<file path="src/vrq_pkg.sv">
// Shared types and constants for the variable record ring queue.
// No dependencies; used by vrq_front, vrq_back and the top level.
package vrq_pkg;

    localparam int HEADER_BYTES = 8;
    localparam int LEN_W        = 13;
    localparam int TOTAL_W      = 14;

    typedef enum logic [1:0] {
        ACT_START_WRITE = 2'd0,
        ACT_WRITE_BYTE  = 2'd1,
        ACT_START_READ  = 2'd2,
        ACT_READ_BYTE   = 2'd3
    } action_t;

    typedef enum logic [2:0] {
        ST_OK        = 3'd0,
        ST_OK_EMPTY  = 3'd1,
        ST_NO_SPACE  = 3'd2,
        ST_EMPTY     = 3'd3,
        ST_OVER_LIM  = 3'd4,
        ST_OUT_OF_SEQ = 3'd5
    } status_t;

    typedef enum logic [1:0] {
        BK_IDLE,
        BK_WR_HDR,
        BK_RD_HDR,
        BK_RD_BYTE
    } back_state_t;

    typedef struct packed {
        action_t            action;
        logic [LEN_W-1:0]   write_length;
        logic [31:0]        flow_tag;
        logic [7:0]         data_in;
        logic [LEN_W-1:0]   read_limit;
    } item_t;

    typedef struct packed {
        status_t            status;
        logic [LEN_W-1:0]   read_length;
        logic [31:0]        read_flow;
        logic [7:0]         data_out;
        logic               last_byte;
        logic [31:0]        enqueued_total;
        logic [31:0]        dequeued_total;
    } result_t;

endpackage

</file>
<file path="src/vrq_front.sv">
// Front end: accepts input beats into a two-entry queue ahead of the back end.
// Depends on vrq_pkg.
module vrq_front (
    input  logic           aclk,
    input  logic           aresetn,
    input  logic           in_valid,
    output logic           in_ready,
    input  vrq_pkg::item_t in_item,
    output logic           out_valid,
    input  logic           out_pop,
    output vrq_pkg::item_t out_item
);

    vrq_pkg::item_t slot_reg [2];
    logic       wr_ptr_reg, wr_ptr_next;
    logic       rd_ptr_reg, rd_ptr_next;
    logic [1:0] count_reg, count_next;
    logic       push, pop;

    assign in_ready  = (count_reg != 2'd2);
    assign out_valid = (count_reg != 2'd0);
    assign out_item  = slot_reg[rd_ptr_reg];
    assign push      = in_valid && in_ready;
    assign pop       = out_pop && out_valid;

    always_comb begin
        wr_ptr_next = push ? ~wr_ptr_reg : wr_ptr_reg;
        rd_ptr_next = pop ? ~rd_ptr_reg : rd_ptr_reg;
        count_next  = count_reg;
        if (push && !pop) begin
            count_next = count_reg + 2'd1;
        end else if (pop && !push) begin
            count_next = count_reg - 2'd1;
        end
    end

    always_ff @(posedge aclk) begin
        if (!aresetn) begin
            wr_ptr_reg <= 1'b0;
            rd_ptr_reg <= 1'b0;
            count_reg  <= 2'd0;
        end else begin
            wr_ptr_reg <= wr_ptr_next;
            rd_ptr_reg <= rd_ptr_next;
            count_reg  <= count_next;
        end
    end

    always_ff @(posedge aclk) begin
        if (push) begin
            slot_reg[wr_ptr_reg] <= in_item;
        end
    end

endmodule

</file>
<file path="config.mk">
export PLATFORM = sky130hd
export DESIGN_NAME = vrq_front
export DESIGN_NICKNAME = d
export VERILOG_FILES = /design/src/vrq_pkg.sv /design/src/vrq_front.sv
export SDC_FILE = /design/constraint.sdc
export NUM_CORES = 1
export LEC_CHECK = 0
export BUFFER_PORTS_ARGS = -buffer_cell sky130_fd_sc_hd__buf_2
export CAP_MARGIN = 15
export CORE_MARGIN = 3
export CORE_UTILIZATION = 52
export DETAILED_ROUTE_END_ITERATION = 8
export PLACE_DENSITY = 0.79
export SLEW_MARGIN = 30
export SYNTH_ARGS = -nofsm -noshare
export SYNTH_HDL_FRONTEND = slang
export SYNTH_SLANG_ARGS = --single-unit
</file>
<file path="constraint.sdc">
create_clock -name aclk -period 3 [get_ports aclk]
set_input_delay 0.3 -clock aclk [delete_from_list [all_inputs] [get_ports aclk]]
set_output_delay 0.3 -clock aclk [all_outputs]
set_load 0.05 [all_outputs]
</file>
== Yosys cells after proc, flatten, opt, wreduce, memory -nomap -nowiden ==
Memory sizes are Yosys's and may differ from the RTL's. A register that Yosys moved wholly into a read port is not among the register bits.
Cells that the tools add are included.
Widths: inputs -> output; s select.
Operators by class
  shift operators: 0
  order comparisons: 0
  div/mod/pow operators: 0
  $add $sub $neg: 2
  reduce and logical (&&, ||, !) cells: 8
  eq/ne operators: 1
  multiply operators: 0
  multiplexer cells: 6
  bitwise logic cells: 2
Operators with widths (number)
  $logic_and 1x1->1: 4
  $mux 1: 4
  $mux 2: 2
  $reduce_bool 2->1: 2
  $add 2x1->2 const B: 1
  $logic_not 1->1: 2
  $ne 2x2->1 const B: 1
  $not 1->1: 2
  $sub 2x1->2 const B: 1
Word-level totals
  latch bits: 0
  memories kept: 1
  RAM bits: 136
  input port bits: 72
  word-level logic and storage cells: 23
  ROM bits: 0
  output and inout port bits: 70
  flip-flop bits (word level): 4
Memories
  slot_reg: words 2, bits a word 68, read ports 1, clocked after Yosys merged registers in 1, write ports 1, RTL line vrq_front.sv:14  | vrq_pkg::item_t slot_reg [2];

== Logic depth before layout (Yosys ltp) ==
  word-level depth: 6
  mapped depth: 6

== Worst setup path before layout ==
OpenSTA, ideal clock, no wires.
  path kind: reg2reg
  start: reg count_reg[0]
  end: mem slot_reg[1][0] (netlist bit) (enable)
  setup slack: 0.241 ns
  clock period less this slack: 2.759 ns
  library setup time: 0.434 ns
  arrival: 2.326 ns
  data required time: 2.566 ns
  stages on the path, launching flop included: 3
  cells stage by stage: dfxtp_1 -> nand2b_4 -> and3_1
Between the ends
  cells in the longest elaborated chain, start to end: 4
Ends and longest elaborated chain
  start: declaration: RTL line vrq_front.sv:17  | logic [1:0] count_reg, count_next;
  start signal: assignment: RTL line vrq_front.sv:45  | count_reg <= count_next;
  $ne 2x2->1: RTL line vrq_front.sv:20  | assign in_ready = (count_reg != 2'd2);
  named net in_ready: RTL line vrq_front.sv:7  | output logic in_ready,
  $logic_and 1x1->1: RTL line vrq_front.sv:23  | assign push = in_valid && in_ready;
  $mux 1: RTL line vrq_front.sv:50  | if (push) begin
  $mux 1 (not written as such): RTL line vrq_front.sv:51  | slot_reg[wr_ptr_reg] <= in_item;
  end: declaration: RTL line vrq_front.sv:14
The timed path passes the listed nets, and every way through them passes these cells.

==> impl_metrics.tcl <==
set metrics [dict create \
    outcome "finished clean" \
    yosysTopAreaCellShare 0.7814 \
    finalHoldViolCount 0 \
    setup.worst_path.class "register to output pin" \
    synthTopCellsByCount "edfxtp_1 (136), mux2_2 (48), mux2_4 (20)" \
    slowest_stage "dfxtp_4" \
    cts_tree "done" \
    synth_edf_count 136 \
    drt_iter0_drc 196 \
    worst-path-buf-inv 2 \
    ant_nets 0 \
    insertion_delay_ps 500 \
    ys_types 22 \
    die-area_mm2 0.01129 \
    r2r-start "count_reg[0]" \
    rsz0062_at_grt "no" \
    dr.pass1.iters 4 \
    yosysWarnings 0 \
    routed_via_density 4.876 \
    cts.clk_slew.worst_paths_ps 50 \
    clock_sinks 141 \
    clock_path_buffers 2 \
    worst-r2r-cell-count 4 \
    synth_seq_cells 141 \
    yosysSeqAreaShare 0.8006 \
    cts-buffers-inserted 17 \
    grt_pass1_vias 3314 \
    syn-mean-instance-area_um2 22.15 \
    rr_endpoint "slot_reg[0][40]" \
    reg2reg_slack_ps 1180 \
    wl_um 10280 \
    grt_start_max_net_pins 39 \
    arrival_ps 2080 \
    row_count 35 \
    io_pins 142 \
    setup_viol 0 \
    period_share 0.7929 \
    wl_per_cell_um 17.05 \
    nNetsFinal 534 \
    core_area_mm2 0.009503 \
    portBuffers 141 \
    whs_path_depth 2 \
    yosysTopAreaCell "edfxtp_1" \
    drc 0 \
    worstHoldStart "aresetn" \
    worst_slew_margin_rel 0.6533 \
    largest_register_ffs 136 \
    drv_cap 0 \
    syn-num-nets 309 \
    antenna_found_initial 0 \
    synth.most_common_cell "edfxtp_1" \
    htreeDepth 4 \
    finalMaxSlewViolations 0 \
    clock.fmax_mhz 420.4 \
    vias 2940 \
    die_h_um 106.3 \
    slowest_delay_ps 670 \
    cp-end-kind "output pin" \
    synth_cells 236 \
    period_minus_slack_ps 2379 \
    ys_top_cells_by_area "edfxtp_1 (78%), mux2_2 (10%), mux2_4 (5.7%), dfxtp_1 (1.9%), buf_6 (0.65%)" \
    syn-cell-area_mm2 0.005226 \
    start_kind "register" \
    root_buffer "clkbuf_8" \
    drive_gt1_frac 0.5253 \
    tns_ps 0 \
    power_density_mw_per_mm2 915.4 \
    tightestPinTransition_ps 520.0 \
    num_antenna_cells 0 \
    crit_fanout 36 \
    async_flop_share 0 \
    skew_ps 10.57 \
    ctsHoldBuffers 67 \
    overflow 0 \
    post-cts-setup-buffers 0 \
    p_leak_nw 2.793 \
    crit_chain "buf_12 > mux2_2 > buf_2" \
    power.total_mw 6.679 \
    ys.flop_type "edfxtp_1" \
    grt_pass1_wl_um 16190 \
    irDropWorstVdd_mv 0.5942 \
    post_cts_resized 0 \
    path_depth 3 \
    hpwl_um 6057 \
    chipWidth_um 106.3 \
    synthToLayoutAreaGrowth_pct 39.62 \
    cp_data_required_time_ps 2700 \
    crit_family "flip-flops" \
    place_congestion 0.6759 \
    holdCritPathClass "input port to register" \
    start_util 0.5500 \
    track_usage 0.1894 \
]
[kinds of logic after synthesis]
family | Yosys count | synth area share
muxes | 68 | 0.1609
AOI/OAI and AO/OA | 5 | 0.006703
adders and majority gates | 1 | 0.002394
and+or+nand+nor | 9 | 0.01245
buffers and inverters | 9 | 0.01197
DFF | 141 | 0.8006
xor gates and xnor gates | 3 | 0.005028
[worst register-to-register path: stages, from the launching register on]
cell and delay (ps):
dfxtp_1 430, nand2b_4 190, nand3b_1 110, inv_2 380
buf_4 390
[placed cells by master (no fill, tap or decap)]
cell             n
clkinv_4         1
clkbuf_8         1
clkinv_1         2
a21bo_2          1
inv_6            2
dlygate4sd3_1   68
nand3b_1         1
and2_1           4
buf_2          141
or2_2            1
mux2_2          48
clkinvlp_4       7
xnor2_1          2
ha_1             1
clkbuf_1         1
dfxtp_1          4
edfxtp_1       136
or3_1            1
a21boi_0         1
a21boi_1         1
buf_12           2
nand2b_4         1
dfxtp_4          1
inv_2            1
o21ai_1          1
o21ai_0          1
clkinv_2         2
clkbuf_16       16
buf_4            3
xor2_1           1
and3_2           1
mux2_4          20
[per-layer routing]
metal  vias to the layer above  GRT usage  wire [µm]
li1                       1389          -          -
met1                      1429     0.2266       4249
met2                       113     0.3353       5395
met3                         9    0.05525        535
met4                         0    0.05088         99
met5                         -          0          0
[through the flow]
step	instances	area [µm²]	utilization	hold slack [ps]	worst slack, ps
after floorplan	236	5226	-	398.9	240.6
after global placement	503	6102	0.6421	487.1	1107
after detailed placement	503	6102	0.6421	493.6	1092
after CTS	602	7287	0.7668	2.464	549.1
after global routing	603	7297	0.7679	69.04	487.4
final	603	7297	0.7679	74.48	621.3
[area by class of cell]
cell class | count | area [µm²]
Sequential cell | 141 | 4188
Fill cell | 556 | 2206
Timing Repair Buffer | 214 | 1449
Multi-Input combinational cell | 86 | 980.9
Clock buffer | 18 | 417.9
Tap cell | 129 | 161.4
Clock inverter | 14 | 96.34
Inverter | 1 | 3.754
[how the worst max path moves through the flow]
stage                     slack (ps)             end          from
after CTS                        550    out_item[36]      register
after global placement          1110    out_item[65]      register
after floorplan                  240  slot_reg[1][0]  count_reg[0]
after global routing             490    out_item[16]      register
final                            620    out_item[16]      register
after detailed placement        1090    out_item[65]      register
[power breakdown]
part / leakage (nW) / total, mW / switching (mW) / internal [mW]
clock network: 0.231 / 1.77 / 0.761 / 1.01
logic: 1.25 / 2.30 / 1.57 / 0.738
registers: 1.31 / 2.61 / 0.141 / 2.46
total: 2.79 / 6.68 / 2.47 / 4.21
Power figures use the tool's default switching activity.
